## config.mk

```make
export PLATFORM = sky130hd
export DESIGN_NAME = register_alu_instruction_exec_top
export DESIGN_NICKNAME = d
export VERILOG_FILES = /design/src/sv/raie_pkg.sv /design/src/sv/register_alu_instruction_exec_top.sv /design/src/sv/raie_regfile.sv /design/src/sv/raie_alu.sv
export SDC_FILE = /design/constraint.sdc
export NUM_CORES = 1
export LEC_CHECK = 0
export BUFFER_PORTS_ARGS = -buffer_cell sky130_fd_sc_hd__buf_2
export CAP_MARGIN = 25
export CORE_ASPECT_RATIO = 0.6
export CORE_MARGIN = 2
export CORE_UTILIZATION = 50
export CTS_CLUSTER_DIAMETER = 100
export CTS_CLUSTER_SIZE = 16
export DETAILED_ROUTE_END_ITERATION = 16
export PLACE_DENSITY = 0.63
export SYNTH_ARGS = -nofsm -noshare
export SYNTH_HDL_FRONTEND = slang
export SYNTH_SLANG_ARGS = --single-unit
```

## constraint.sdc

```tcl
create_clock -name i_clk -period 8.3 [get_ports i_clk]
set_clock_uncertainty 0.2 [all_clocks]
set_input_delay 1.66 -clock i_clk [delete_from_list [all_inputs] [get_ports i_clk]]
set_output_delay 1.66 -clock i_clk [all_outputs]
set_load 0.03 [all_outputs]
```

## src/sv/raie_pkg.sv

```systemverilog
package raie_pkg;

    localparam int DATA_W       = 8;
    localparam int REG_IDX_W    = 4;
    localparam int MODE_W       = 3;
    localparam int NUM_REGS_DEF = 16;
    localparam int STEP_CNT     = 8;
    localparam int STEP_CNT_W   = $clog2(STEP_CNT);

    typedef enum logic [MODE_W-1:0] {
        MODE_MOVE = 3'd0,
        MODE_ADD  = 3'd1,
        MODE_SUB  = 3'd2,
        MODE_MUL  = 3'd3,
        MODE_DIV  = 3'd4,
        MODE_REM  = 3'd5
    } t_mode;

    typedef enum logic [1:0] {
        S_IDLE,
        S_READ,
        S_CALC
    } t_state;

    typedef enum logic [1:0] {
        A_IDLE,
        A_RUN,
        A_DONE
    } t_alu_state;

    typedef struct packed {
        logic  start;
        logic  ack;
        t_mode mode;
    } t_alu_req;

    typedef struct packed {
        logic done;
        logic dz;
    } t_alu_rsp;

endpackage

```

## src/sv/register_alu_instruction_exec_top.sv

```systemverilog
// Multiply, divide and remainder run 8 steps of the shared adder in the
// iterative unit; the other modes and a zero divisor skip the iteration.
// One request is in flight at a time; a new request is taken once the result
// is in the output stage, which it enters only when that stage is free.
// Reset: synchronous, active low; clears the file's valid bits, so every register reads zero.
module register_alu_instruction_exec_top
    import raie_pkg::*;
#(
    parameter int NUM_REGS = NUM_REGS_DEF
) (
    input  logic                     i_clk,
    input  logic                     i_rst_n,
    input  logic                     i_valid,
    output logic                     o_ready,
    input  logic [MODE_W-1:0]        i_mode,
    input  logic [REG_IDX_W-1:0]     i_dest_reg,
    input  logic                     i_operand_is_register,
    input  logic [REG_IDX_W-1:0]     i_source_reg,
    input  logic signed [DATA_W-1:0] i_immediate,
    output logic                     o_valid,
    input  logic                     i_ready,
    output logic [REG_IDX_W-1:0]     o_written_reg,
    output logic signed [DATA_W-1:0] o_written_value,
    output logic                     o_divide_by_zero
);

    t_state r_st, n_st;
    t_mode  r_mode;
    logic [REG_IDX_W-1:0]     r_dest;
    logic                     r_use_reg;
    logic signed [DATA_W-1:0] r_imm;

    logic                     r_out_valid, n_out_valid;
    logic [REG_IDX_W-1:0]     r_out_reg;
    logic signed [DATA_W-1:0] r_out_val;
    logic                     r_out_dz;

    logic signed [DATA_W-1:0] rd_a;
    logic signed [DATA_W-1:0] rd_b;
    logic signed [DATA_W-1:0] alu_b;
    logic signed [DATA_W-1:0] alu_res;
    t_alu_req alu_req;
    t_alu_rsp alu_rsp;
    logic     accept;
    logic     finish;

    raie_regfile #(
        .NUM_REGS (NUM_REGS)
    ) u_regfile (
        .i_clk     (i_clk),
        .i_rst_n   (i_rst_n),
        .i_raddr_a (i_dest_reg),
        .i_raddr_b (i_source_reg),
        .o_rdata_a (rd_a),
        .o_rdata_b (rd_b),
        .i_we      (finish),
        .i_waddr   (r_dest),
        .i_wdata   (alu_res)
    );

    raie_alu u_alu (
        .i_clk    (i_clk),
        .i_rst_n  (i_rst_n),
        .i_req    (alu_req),
        .i_a      (rd_a),
        .i_b      (alu_b),
        .o_rsp    (alu_rsp),
        .o_result (alu_res)
    );

    assign alu_b = r_use_reg ? rd_b : r_imm;

    always_comb begin
        n_st          = r_st;
        o_ready       = 1'b0;
        accept        = 1'b0;
        finish        = 1'b0;
        alu_req.start = 1'b0;
        alu_req.ack   = 1'b0;
        alu_req.mode  = r_mode;

        unique case (r_st)
            S_IDLE: begin
                o_ready = 1'b1;
                if (i_valid) begin
                    accept = 1'b1;
                    n_st   = S_READ;
                end
            end
            S_READ: begin
                // register reads land this cycle; launch the unit
                alu_req.start = 1'b1;
                n_st          = S_CALC;
            end
            S_CALC: begin
                // hold the result in the unit until the output stage frees up
                if (alu_rsp.done && (!r_out_valid || i_ready)) begin
                    finish      = 1'b1;
                    alu_req.ack = 1'b1;
                    n_st        = S_IDLE;
                end
            end
            default: begin
                n_st = S_IDLE;
            end
        endcase
    end

    always_comb begin
        n_out_valid = r_out_valid;
        if (finish) begin
            n_out_valid = 1'b1;
        end else if (i_ready) begin
            n_out_valid = 1'b0;
        end
    end

    always_ff @(posedge i_clk) begin
        if (!i_rst_n) begin
            r_st        <= S_IDLE;
            r_out_valid <= 1'b0;
        end else begin
            r_st        <= n_st;
            r_out_valid <= n_out_valid;
        end
    end

    always_ff @(posedge i_clk) begin
        if (accept) begin
            r_mode    <= t_mode'(i_mode);
            r_dest    <= i_dest_reg;
            r_use_reg <= i_operand_is_register;
            r_imm     <= i_immediate;
        end
        if (finish) begin
            r_out_reg <= r_dest;
            r_out_val <= alu_res;
            r_out_dz  <= alu_rsp.dz;
        end
    end

    assign o_valid          = r_out_valid;
    assign o_written_reg    = r_out_reg;
    assign o_written_value  = r_out_val;
    assign o_divide_by_zero = r_out_dz;

endmodule

```

## src/sv/raie_regfile.sv

```systemverilog
module raie_regfile
    import raie_pkg::*;
#(
    parameter int NUM_REGS = NUM_REGS_DEF
) (
    input  logic                     i_clk,
    input  logic                     i_rst_n,
    input  logic [REG_IDX_W-1:0]     i_raddr_a,
    input  logic [REG_IDX_W-1:0]     i_raddr_b,
    output logic signed [DATA_W-1:0] o_rdata_a,
    output logic signed [DATA_W-1:0] o_rdata_b,
    input  logic                     i_we,
    input  logic [REG_IDX_W-1:0]     i_waddr,
    input  logic signed [DATA_W-1:0] i_wdata
);

    localparam int IDX_W = (NUM_REGS > 1) ? $clog2(NUM_REGS) : 1;

    logic [DATA_W-1:0]   r_mem [NUM_REGS];
    logic [NUM_REGS-1:0] r_vld;
    logic signed [DATA_W-1:0] r_rdata_a;
    logic signed [DATA_W-1:0] r_rdata_b;

    logic hit_a;
    logic hit_b;
    logic hit_w;

    // indexes past the file read as zero and drop writes
    assign hit_a = ({1'b0, i_raddr_a} < (REG_IDX_W+1)'(NUM_REGS));
    assign hit_b = ({1'b0, i_raddr_b} < (REG_IDX_W+1)'(NUM_REGS));
    assign hit_w = ({1'b0, i_waddr}   < (REG_IDX_W+1)'(NUM_REGS));

    always_ff @(posedge i_clk) begin
        if (!i_rst_n) begin
            r_vld <= '0;
        end else if (i_we && hit_w) begin
            r_vld[i_waddr[IDX_W-1:0]] <= 1'b1;
        end
    end

    always_ff @(posedge i_clk) begin
        if (i_we && hit_w) begin
            r_mem[i_waddr[IDX_W-1:0]] <= i_wdata;
        end
    end

    always_ff @(posedge i_clk) begin
        if (hit_a && r_vld[i_raddr_a[IDX_W-1:0]]) begin
            r_rdata_a <= r_mem[i_raddr_a[IDX_W-1:0]];
        end else begin
            r_rdata_a <= '0;
        end
        if (hit_b && r_vld[i_raddr_b[IDX_W-1:0]]) begin
            r_rdata_b <= r_mem[i_raddr_b[IDX_W-1:0]];
        end else begin
            r_rdata_b <= '0;
        end
    end

    assign o_rdata_a = r_rdata_a;
    assign o_rdata_b = r_rdata_b;

endmodule

```

## src/sv/raie_alu.sv

```systemverilog
module raie_alu
    import raie_pkg::*;
(
    input  logic                     i_clk,
    input  logic                     i_rst_n,
    input  t_alu_req                 i_req,
    input  logic signed [DATA_W-1:0] i_a,
    input  logic signed [DATA_W-1:0] i_b,
    output t_alu_rsp                 o_rsp,
    output logic signed [DATA_W-1:0] o_result
);

    localparam logic [STEP_CNT_W-1:0] STEP_LAST = STEP_CNT_W'(STEP_CNT - 1);

    t_alu_state r_st, n_st;
    t_mode      r_mode, n_mode;
    logic [STEP_CNT_W-1:0] r_cnt, n_cnt;
    logic [DATA_W-1:0] r_acc, n_acc;
    logic [DATA_W-1:0] r_x, n_x;
    logic [DATA_W-1:0] r_y, n_y;
    logic [DATA_W-1:0] r_rem, n_rem;
    logic r_neg_q, n_neg_q;
    logic r_neg_r, n_neg_r;
    logic r_dz, n_dz;

    logic [DATA_W+1:0] add_x;
    logic [DATA_W+1:0] add_y;
    logic [DATA_W+1:0] add_sum;
    logic              add_sub;
    logic [DATA_W:0]   div_sh;
    logic [DATA_W-1:0] abs_a;
    logic [DATA_W-1:0] abs_b;

    // the one adder shared by add, subtract and every multiply and divide step
    assign add_sum = add_x + (add_y ^ {(DATA_W+2){add_sub}})
                   + {{(DATA_W+1){1'b0}}, add_sub};

    assign div_sh = {r_rem, r_x[DATA_W-1]};
    assign abs_a  = i_a[DATA_W-1] ? (~i_a + 1'b1) : i_a;
    assign abs_b  = i_b[DATA_W-1] ? (~i_b + 1'b1) : i_b;

    always_comb begin
        n_st    = r_st;
        n_mode  = r_mode;
        n_cnt   = r_cnt;
        n_acc   = r_acc;
        n_x     = r_x;
        n_y     = r_y;
        n_rem   = r_rem;
        n_neg_q = r_neg_q;
        n_neg_r = r_neg_r;
        n_dz    = r_dz;
        add_x   = '0;
        add_y   = '0;
        add_sub = 1'b0;

        unique case (r_st)
            A_IDLE: begin
                if (i_req.start) begin
                    n_mode = i_req.mode;
                    n_cnt  = '0;
                    n_dz   = 1'b0;
                    n_st   = A_DONE;
                    unique case (i_req.mode)
                        MODE_MOVE: begin
                            n_acc = i_b;
                        end
                        MODE_ADD, MODE_SUB: begin
                            add_x   = {{2{i_a[DATA_W-1]}}, i_a};
                            add_y   = {{2{i_b[DATA_W-1]}}, i_b};
                            add_sub = (i_req.mode == MODE_SUB);
                            n_acc   = add_sum[DATA_W-1:0];
                        end
                        MODE_MUL: begin
                            n_acc = '0;
                            n_x   = i_a;
                            n_y   = i_b;
                            n_st  = A_RUN;
                        end
                        MODE_DIV, MODE_REM: begin
                            if (i_b == '0) begin
                                n_acc = i_a;
                                n_dz  = 1'b1;
                            end else begin
                                n_rem   = '0;
                                n_x     = abs_a;
                                n_y     = abs_b;
                                n_neg_q = i_a[DATA_W-1] ^ i_b[DATA_W-1];
                                n_neg_r = i_a[DATA_W-1];
                                n_st    = A_RUN;
                            end
                        end
                        default: begin
                            n_acc = i_a;
                        end
                    endcase
                end
            end
            A_RUN: begin
                if (r_mode == MODE_MUL) begin
                    // shift-add: low byte of the product wraps like the signed one
                    add_x = {2'b00, r_acc};
                    add_y = {2'b00, (r_y[0] ? r_x : {DATA_W{1'b0}})};
                    n_acc = add_sum[DATA_W-1:0];
                    n_x   = {r_x[DATA_W-2:0], 1'b0};
                    n_y   = {1'b0, r_y[DATA_W-1:1]};
                end else begin
                    // restoring divide on magnitudes, one quotient bit per step
                    add_x   = {1'b0, div_sh};
                    add_y   = {2'b00, r_y};
                    add_sub = 1'b1;
                    if (!add_sum[DATA_W+1]) begin
                        n_rem = add_sum[DATA_W-1:0];
                        n_x   = {r_x[DATA_W-2:0], 1'b1};
                    end else begin
                        n_rem = div_sh[DATA_W-1:0];
                        n_x   = {r_x[DATA_W-2:0], 1'b0};
                    end
                end
                n_cnt = r_cnt + 1'b1;
                if (r_cnt == STEP_LAST) begin
                    n_st = A_DONE;
                end
            end
            A_DONE: begin
                if (i_req.ack) begin
                    n_st = A_IDLE;
                end
            end
            default: begin
                n_st = A_IDLE;
            end
        endcase
    end

    always_ff @(posedge i_clk) begin
        if (!i_rst_n) begin
            r_st <= A_IDLE;
        end else begin
            r_st <= n_st;
        end
    end

    always_ff @(posedge i_clk) begin
        r_mode  <= n_mode;
        r_cnt   <= n_cnt;
        r_acc   <= n_acc;
        r_x     <= n_x;
        r_y     <= n_y;
        r_rem   <= n_rem;
        r_neg_q <= n_neg_q;
        r_neg_r <= n_neg_r;
        r_dz    <= n_dz;
    end

    // apply signs: quotient takes the xor of signs, remainder the dividend's
    always_comb begin
        o_result = r_acc;
        if (!r_dz) begin
            if (r_mode == MODE_DIV) begin
                o_result = r_neg_q ? (~r_x + 1'b1) : r_x;
            end else if (r_mode == MODE_REM) begin
                o_result = r_neg_r ? (~r_rem + 1'b1) : r_rem;
            end
        end
    end

    assign o_rsp.done = (r_st == A_DONE);
    assign o_rsp.dz   = r_dz;

endmodule

```

* After elaboration in Yosys (flattened, before gate mapping) *
Memory sizes are Yosys's and may differ from the RTL's. A register that Yosys moved wholly into a read port is not among the register bits.
Index checks and enable logic that the tools add are counted.

storage, ports and cells
  bits in registers = 91
  memory bits (writable) = 128
  input bits = 24
  output and inout bits = 15
  word-level logic and storage cells = 159
  memories = 1

memory list
  name             depth  width  read ports  clocked after Yosys merged registers in  write ports  RTL line            RTL
  u_regfile.r_mem  16     8      2           2                                        1            raie_regfile.sv:19  logic [DATA_W-1:0] r_mem [NUM_REGS];

operators by class
  add/subtract/negate cells = 7
  order comparisons = 4
  equal/unequal tests = 25
  mux-type cells = 71
  bitwise gates (word level) = 8
  reduce and logical (&&, ||, !) cells = 23

operators by type and width
  cell                 number
  $mux 8               23
  $pmux 8 s2           6
  $mux 10              4
  $pmux 10 s2          2
  $add 8x1->8 const B  4
  $not 8->8            4
  $pmux 8 s4           1
  $mux 1               19
  $or 16x16->16        1
  $eq 3x3->1 const B   5
  $lt 4x5->1 const B   3
  $mux 2               6
  $ne 2x2->1 const B   6
  $pmux 2 s3           2
  $reduce_and 4->1     3
  $add 10x1->10        1
  $add 10x10->10       1
  $reduce_and 5->1     2
  $xor 10x10->10       1
  $eq 3x2->1 const B   3
  $mux 9               1
  $bmux 1 s4           2
  $logic_not 8->1      1
  $ne 2x1->1 const B   3
  other kinds (23)     34

* Depth between registers and ports, before layout *
Gate-level depths: netlist (run 1).

  depth after elaboration = 11
  depth in mapped cells = 17
  gate-level depth less buffers = 15

* Hierarchy *
A second synthesis (run 1) with hierarchy kept.

second synthesis, totals
  cell total of the unflattened synthesis = 847
  area total of the unflattened synthesis = 11736.3 um^2

modules (own cells, without submodules)
  module                             times used  cells an instance  area each (um^2)  sequential area each (um^2)
  raie_regfile                       1           357                6964.2            4484.3
  raie_alu                           1           437                3666.0            1271.2
  register_alu_instruction_exec_top  1           53                 1106.1            930.9

* Worst setup path after synthesis (run 1) *
OpenSTA, ideal clock, no wires.

  path type = input to register
  start = in i_ready
  end = mem u_regfile.r_mem[12][0] (enable)
  library setup time = 0.386 ns
  arrival = 3.541 ns
  data required time = 7.714 ns
  slack = 4.173 ns
  stages = 6
  path buffers = 0
  path through = nand2b_1 nand3_1 or3b_2 inv_1 nand3_1 nor3_1

RTL lines
  what         RTL line                                 RTL
  from (decl)  register_alu_instruction_exec_top.sv:21  input logic i_ready,
  to (decl)    raie_regfile.sv:19

* Worst setup path after layout (run 1) *
  start = reg u_alu.r_mode[0]
  end = reg u_alu.r_rem[7] (data pin)

between the ends
  cells in the longest elaborated chain, start to end = 9
  elaborated cells on any way between the ends = 13
  classes of those cells = add/sub: 2; eq/ne: 1; mux: 9; bitwise: 1

RTL lines
  what                                              RTL line         RTL
  from (decl)                                       raie_alu.sv:16   t_mode r_mode, n_mode;
  from (signal assigned)                            raie_alu.sv:145  r_mode <= n_mode;
  $eq 3x2->1 *                                      raie_alu.sv:100  if (r_mode == MODE_MUL) begin
  $mux 8 / $mux 1 (equally long branches)           raie_alu.sv:100
  $pmux 10 s2 / $pmux 1 s2 (equally long branches)  raie_alu.sv:57   unique case (r_st)
  $xor 10x10->10                                    raie_alu.sv:35   assign add_sum = add_x + (add_y ^ {(DATA_W+2){add_sub}})
  $add 10x10->10                                    raie_alu.sv:35
  $add 10x1->10 *                                   raie_alu.sv:36   + {{(DATA_W+1){1'b0}}, add_sub};
  $mux 8 *                                          raie_alu.sv:112  if (!add_sum[DATA_W+1]) begin
  $mux 8 *                                          raie_alu.sv:100
  $pmux 8 s2 *                                      raie_alu.sv:57
  to (signal assigned)                              raie_alu.sv:150  r_rem <= n_rem;
  to (decl)                                         raie_alu.sv:21   logic [DATA_W-1:0] r_rem, n_rem;

Mark *: on every way between the ends. The rest lies on a longest branch, timed or not. The select of a mux whose other input is x is not followed.
A chain may end at the register's enable or synchronous reset.

==> impl_results.md, run 1 <==
* Most common cell after layout, fill and taps aside: edfxtp_1
* Initial Util at 0.506
* CTS root buffer: clkbuf_16
* Sequential group share of total power at 0.553
* Syn Area/Cell at 14.2 um2
* Yosys cell types at 53
* Synth Register Bits at 235
* Synth Net Count at 858
* Max reg flops at 128
* Post-CTS Setup Inserts at 0
* Max Used Layer: met4
* Clock Latency Late Sink at 0.50 ns
* Final Max Slew Viols at 0
* Nets at 902
* P_sw at 0.000580 W
* Yosys warnings at 0
* First-pass iteration count of the detailed router at 5
* Met1 wire length at 14700 um
* Terminus of the critical flop-to-flop path: u_alu.r_rem[7]$_SDFFCE_PP0P_
* Relative max-transition margin at 0.284
* Drt drc at 0
* Area growth, synth to finish at 10.1%
* Die area at 24500 um2
* Die width at 201 um
* FF-to-FF path depth at 13
* GRT Util Overall at 0.262
* Clock Path Buffers at 3
* Switching Fraction at 0.239
* I/O Buffers at 38
* Io pins at 39
* Post-layout min period at 4.91 ns
* Hold-fix buffers, CTS at 0
* Lkg Pwr at 4.38 nW
* Commonest non-fill, non-tap cells in the layout: edfxtp_1, mux4_2, nor2_1, nand2_1, a21oi_1
* Setup TNS at 0 ns
* Vias per cell at 6.44
* Worst-path fanout max at 18
* Met3 WL at 4080 um
* Metal2 WL at 12100 um
* Final setup viols at 0
* WP data required at 8.45 ns
* Max Clock Freq at 204 MHz
* Status: finished, final reports clean
* Antenna Nets Post-Route at 0
* Hold Fails Final Rpt at 0
* Site row count at 43
* FILL cells at 1849
* Final total power at 0.00242 W
* H-tree depth at 1
* Post-Syn Area at 11600 um2
* Critical R2R Launch: u_alu.r_mode[0]$_DFFE_PP_
* First-pass GRT wire length at 46700 um
* Antenna violations before repair at 0
* Chip Height at 122 um
* Vias post-DR at 7660
* CTS resizes at 0
* PnR worst setup slack at 3.39 ns
* DP HPWL at 22300 um
* Register area share after synthesis at 0.575
* VDD IR max at 0.000163 V
* Detailed Route WL at 31600 um
* Startpoint class of the critical path: register
* Post-place setup slack at 3.64 ns
* Internal Power at 0.00184 W
* DR WL/cell at 26.5 um
* Worst slew pin tran at 1.07 ns
* Crit. End Element: register
* Synth async-reset ratio at 0
* CTS tree: yes
* Cts bufs inserted at 18
* Placer Congestion at 0.958
* # clock sinks at 235
* R2r setup slk at 3.39 ns
* Ys flop type: edfxtp_1
* Layout cells sized above 1 at 0.221
* Post-synth EDFFs at 198
* Logic pwr share at 0.106
* Starting DRT DRC Count at 1088
* Antenna Cells at 0
* Core ar. at 23000 um2
* Max-Cap Viols at 0
* Worst-path clk slew at 0.08 ns
* Pin count of the biggest net entering global routing at 38
* Number of global-route vias before repair at 7313
* Period utilisation layout at 0.592
* GRT Residual Overflow at 0
* Hold Crit Class: register to register
* Hold_sp: u_regfile.r_vld[10]$_SDFFE_PN0P_
* WHS Endpoint: u_regfile.r_vld[10]$_SDFFE_PN0P_
* Unrepaired setup endpoints after global routing: no
* Worst Path Arrival at 5.06 ns
* CP Class: register to register
* Power per Cell Area at 189 nW/um2
* Syn Inst Count at 819
* Clock Power Share at 0.342
* Hold Path Stages at 1
-- area by class of cell --
type | count | area (um2) | share of cell area
Clock inverter | 1 | 6.26 | 0.000488
Sequential cell | 235 | 6690 | 0.522
Tap cell | 315 | 394 | 0.0308
Clock buffer | 31 | 520 | 0.0406
Timing Repair Buffer | 69 | 429 | 0.0335
Inverter | 21 | 78.8 | 0.00615
Multi-Input combinational cell | 518 | 4690 | 0.366
-- worst max-delay path, stage by stage (launching register included) --
cell      delay [ns]
edfxtp_1        0.77
nand3b_1        0.82
a32oi_1         0.45
buf_4           0.28
xnor2_1         0.10
ha_1            0.38
a21oi_1         0.20
o21ai_0         0.11
a21o_1          0.20
a21oi_1         0.24
a21o_1          0.27
nand2_1         0.09
or4_1           0.51
mux2i_1         0.13
-- cells by family after synthesis --
kind of cell,Yosys count,share of synthesized area
AND/OR/NAND/NOR,206,0.0891
flip-flops,235,0.575
buffers and inverters,66,0.0216
multiplexers,113,0.192
XOR/XNOR,37,0.0279
adder cells (fa/ha/maj),15,0.0168
AO/OA/AOI/OAI,147,0.0773
-- cells in the mapped netlist, types with 4 or more instances --
library cell  count  area [um2]
a21o_1            5        37.5
a21oi_1          41         205
and2_1            6        37.5
and3_1           12        75.1
buf_1             9        33.8
clkbuf_1         33         124
dfxtp_1          37         741
edfxtp_1        198        5950
ha_1             14         175
inv_1            21        78.8
mux2i_1          22         220
mux4_2           88        1980
nand2_1          56         210
nand2b_1         10        62.6
nand3_1           6        30.0
nand3b_1          4        30.0
nor2_1           56         210
nor2b_1          19         119
nor3_1           13        65.1
o21a_1           19         143
o21ai_0          40         200
o22ai_1          16         100
o31ai_1           8        60.1
or3_1             7        43.8
xnor2_1          27         236
xor2_1           10        87.6
-- worst max-delay path by stage --
| stage | start | end | cells past startpoint |
|---|---|---|---|
| 2_1_floorplan | i_ready | u_regfile.r_mem[12][0]$_DFFE_PP_ | 6 |
| 3_3_place_gp | u_alu.r_mode[0]$_DFFE_PP_ | u_alu.r_rem[7]$_SDFFCE_PP0P_ | 13 |
| 3_5_place_dp | u_alu.r_mode[0]$_DFFE_PP_ | u_alu.r_rem[7]$_SDFFCE_PP0P_ | 13 |
| 4_1_cts | u_alu.r_mode[0]$_DFFE_PP_ | u_alu.r_rem[7]$_SDFFCE_PP0P_ | 13 |
| 5_1_grt | u_alu.r_mode[0]$_DFFE_PP_ | u_alu.r_rem[7]$_SDFFCE_PP0P_ | 13 |
| 6_report | u_alu.r_mode[0]$_DFFE_PP_ | u_alu.r_rem[7]$_SDFFCE_PP0P_ | 13 |
-- stage by stage --
stage,cell area [um2],hold WS (ns),std cells,util
6_report,12800,0.294,1190,0.557
5_1_grt,12800,0.315,1190,0.557
4_1_cts,12800,0.290,1187,0.556
3_5_place_dp,12300,0.274,1155,0.533
3_3_place_gp,12200,0.259,1153,0.533
2_1_floorplan,11600,0.219,819,-
-- power by group through the flow --
stage               Sequential, W  Combinational (W)  Clock, W
global route              0.00134           0.000275  0.000890
finish                    0.00134           0.000256  0.000827
floorplan                 0.00135           0.000176         0
CTS                       0.00134           0.000250  0.000846
detailed placement        0.00136           0.000248         0
global placement          0.00136           0.000244         0
-- per-layer routing --
layer,up-vias,global-route usage
met5,-,0
met4,0,0.0556
li1,3278,-
met3,54,0.0752
met2,490,0.342
met1,3838,0.426
No activity file was read; power rests on OpenSTA's default activity.
==> run 2, diff against run 1 <==
--- a/config.mk
+++ b/config.mk
@@ -13,7 +13,7 @@
 export CTS_CLUSTER_DIAMETER = 100
 export CTS_CLUSTER_SIZE = 16
 export DETAILED_ROUTE_END_ITERATION = 16
-export PLACE_DENSITY = 0.63
+export PLACE_DENSITY = 0.66
 export SYNTH_ARGS = -nofsm -noshare
 export SYNTH_HDL_FRONTEND = slang
 export SYNTH_SLANG_ARGS = --single-unit
==> constraint.sdc (replaced) <==
create_clock -name i_clk -period 4.3 [get_ports i_clk]
set_clock_uncertainty 0.2 [all_clocks]
set_input_delay 0.86 -clock i_clk [delete_from_list [all_inputs] [get_ports i_clk]]
set_output_delay 0.86 -clock i_clk [all_outputs]
set_load 0.03 [all_outputs]
==> impl_results.md, run 2 (same netlist as run 1, synthesis figures left out) <==
* Status: finished, final reports clean
* Vias per cell at 6.32 (-1.8%)
* Worst-path clk slew at 0.08 ns (about the same)
* First-pass iteration count of the detailed router at 5 (unchanged)
* PnR worst setup slack at 0.264 ns (-3.13 ns)
* # clock sinks at 235 (unchanged)
* Starting DRT DRC Count at 970 (-11%)
* Worst Path Arrival at 4.07 ns (-0.99 ns)
* Unrepaired setup endpoints after global routing: no
* Lkg Pwr at 4.50 nW (+2.8%)
* CP Class: register to register
* Setup TNS at 0 ns (unchanged)
* Io pins at 39 (unchanged)
* Area growth, synth to finish at 12.0%
* Number of global-route vias before repair at 7645 (+4.5%)
* Antenna violations before repair at 0 (unchanged)
* Initial Util at 0.506 (unchanged)
* Clock Latency Late Sink at 0.49 ns (about the same)
* Post-CTS Setup Inserts at 0 (unchanged)
* Period utilisation layout at 0.939 (+0.347)
* Final total power at 0.00474 W (+96%)
* Antenna Nets Post-Route at 0 (unchanged)
* I/O Buffers at 38 (unchanged)
* Hold Crit Class: register to register
* Final setup viols at 0 (unchanged)
* Crit. End Element: register
* Final Max Slew Viols at 0 (unchanged)
* Pin count of the biggest net entering global routing at 38 (unchanged)
* Commonest non-fill, non-tap cells in the layout: edfxtp_1, mux4_2, nor2_1, nand2_1, buf_4
* GRT Util Overall at 0.262 (+0.000837)
* Max reg flops at 128 (unchanged)
* First-pass GRT wire length at 46900 um (+0.47%)
* Final Hold Slack at 0.271 ns (-0.0234 ns)
* Vias post-DR at 7662 (+0.026%)
* GRT Residual Overflow at 0 (unchanged)
* Drt drc at 0 (unchanged)
* Worst-path fanout max at 11 (-7)
* DR WL/cell at 25.9 um (-2.4%)
* VDD IR max at 0.000247 V (+52%)
* CTS tree: yes
* Startpoint class of the critical path: register
* Core ar. at 23000 um2 (unchanged)
* Max-Cap Viols at 0 (unchanged)
* H-tree depth at 1 (unchanged)
* Die width at 201 um (unchanged)
* Nets at 924 (+2.4%)
* Clock Path Buffers at 3 (unchanged)
* Site row count at 43 (unchanged)
* DP HPWL at 22100 um (-1.1%)
* Max Clock Freq at 248 MHz (+22%)
* Power per Cell Area at 364 nW/um2 (+93%)
* Detailed Route WL at 31300 um (-0.64%)
* Post-place setup slack at 0.206 ns (-3.43 ns)
* Chip Height at 122 um (unchanged)
* Antenna Cells at 0 (unchanged)
* Placer Congestion at 0.966 (+0.82%)
* WP data required at 4.33 ns (-4.12 ns)
* Die area at 24500 um2 (unchanged)
* Relative max-transition margin at 0.320 (+0.0354)
* Worst slew pin tran at 1.02 ns (-0.0531 ns)
* Post-layout min period at 4.04 ns (-0.875 ns)
* Hold Fails Final Rpt at 0 (unchanged)
* Most common cell after layout, fill and taps aside: edfxtp_1
* Cts bufs inserted at 18 (unchanged)
* CTS root buffer: clkbuf_16
* Layout cells sized above 1 at 0.245 (+0.0247)
* FILL cells at 1862 (+0.70%)
-- run 2: cell type report --
type	count	area, um2	share of cell area
sequential	235	6690	0.514
multi-input combinational	518	4710	0.362
timing repair buffer	91	601	0.0461
clock buffer	31	520	0.0400
tap	315	394	0.0303
inverter	21	78.8	0.00605
clock inverter	1	30.0	0.00231
-- run 2: worst max-delay path, cell delays in order, from the launching register on --
cell	delay [ns]
dfxtp_1	0.40
or4b_1	0.53
inv_2	0.16
a32oi_2	0.21
buf_4	0.24
xor2_1	0.19
ha_1	0.30
inv_1	0.08
or4_4	0.55
a21o_1	0.27
and3_1	0.19
o311ai_1	0.33
o31ai_1	0.12
-- run 2: repair_timing --
action                                  in CTS  in global routing
endpoints found under the setup margin       0                  8
hold buffers                                 0                  0
gates resized for setup                      0                  5
-- run 2: metrics by stage --
| step | cell area (um2) | cells | utilization |
|---|---|---|---|
| floorplan | 11600 | 819 | - |
| global placement | 12400 | 1177 | 0.541 |
| detailed placement | 12400 | 1179 | 0.542 |
| CTS | 13000 | 1211 | 0.566 |
| global route | 13000 | 1212 | 0.567 |
| finish | 13000 | 1212 | 0.567 |
-- run 2: report_power, final --
| part | internal (W) | switching (W) |
|---|---|---|
| sequential | 0.00253 | 0.0000464 |
| combinational | 0.000214 | 0.000303 |
| clock | 0.000886 | 0.000766 |
| total | 0.00363 | 0.00112 |
-- run 2: layer usage --
| layer | track usage | share of wire | up-vias |
|---|---|---|---|
| li1 | - | - | 3322 |
| met1 | 0.409 | 0.45 | 3807 |
| met5 | 0 | 0 | - |
| met2 | 0.352 | 0.40 | 478 |
| met3 | 0.0907 | 0.14 | 55 |
| met4 | 0.0569 | 0.018 | 0 |
-- run 2: path summary, 6_finish.rpt --
| kind | from | end | slack (ns) | depth (start not counted) |
|---|---|---|---|---|
| worst max-delay path | u_alu.r_st[0]$_SDFFE_PN0P_ | u_alu.r_rem[5]$_SDFFCE_PP0P_ | 0.26 | 12 |
| worst min-delay path | u_alu.r_dz$_SDFFCE_PP0P_ | o_divide_by_zero$_DFFE_PP_ | 0.27 | 0 |
| worst max register to register | u_alu.r_st[0]$_SDFFE_PN0P_ | u_alu.r_rem[5]$_SDFFCE_PP0P_ | 0.26 | 12 |
| worst min register to register | u_alu.r_dz$_SDFFCE_PP0P_ | o_divide_by_zero$_DFFE_PP_ | 0.27 | 0 |
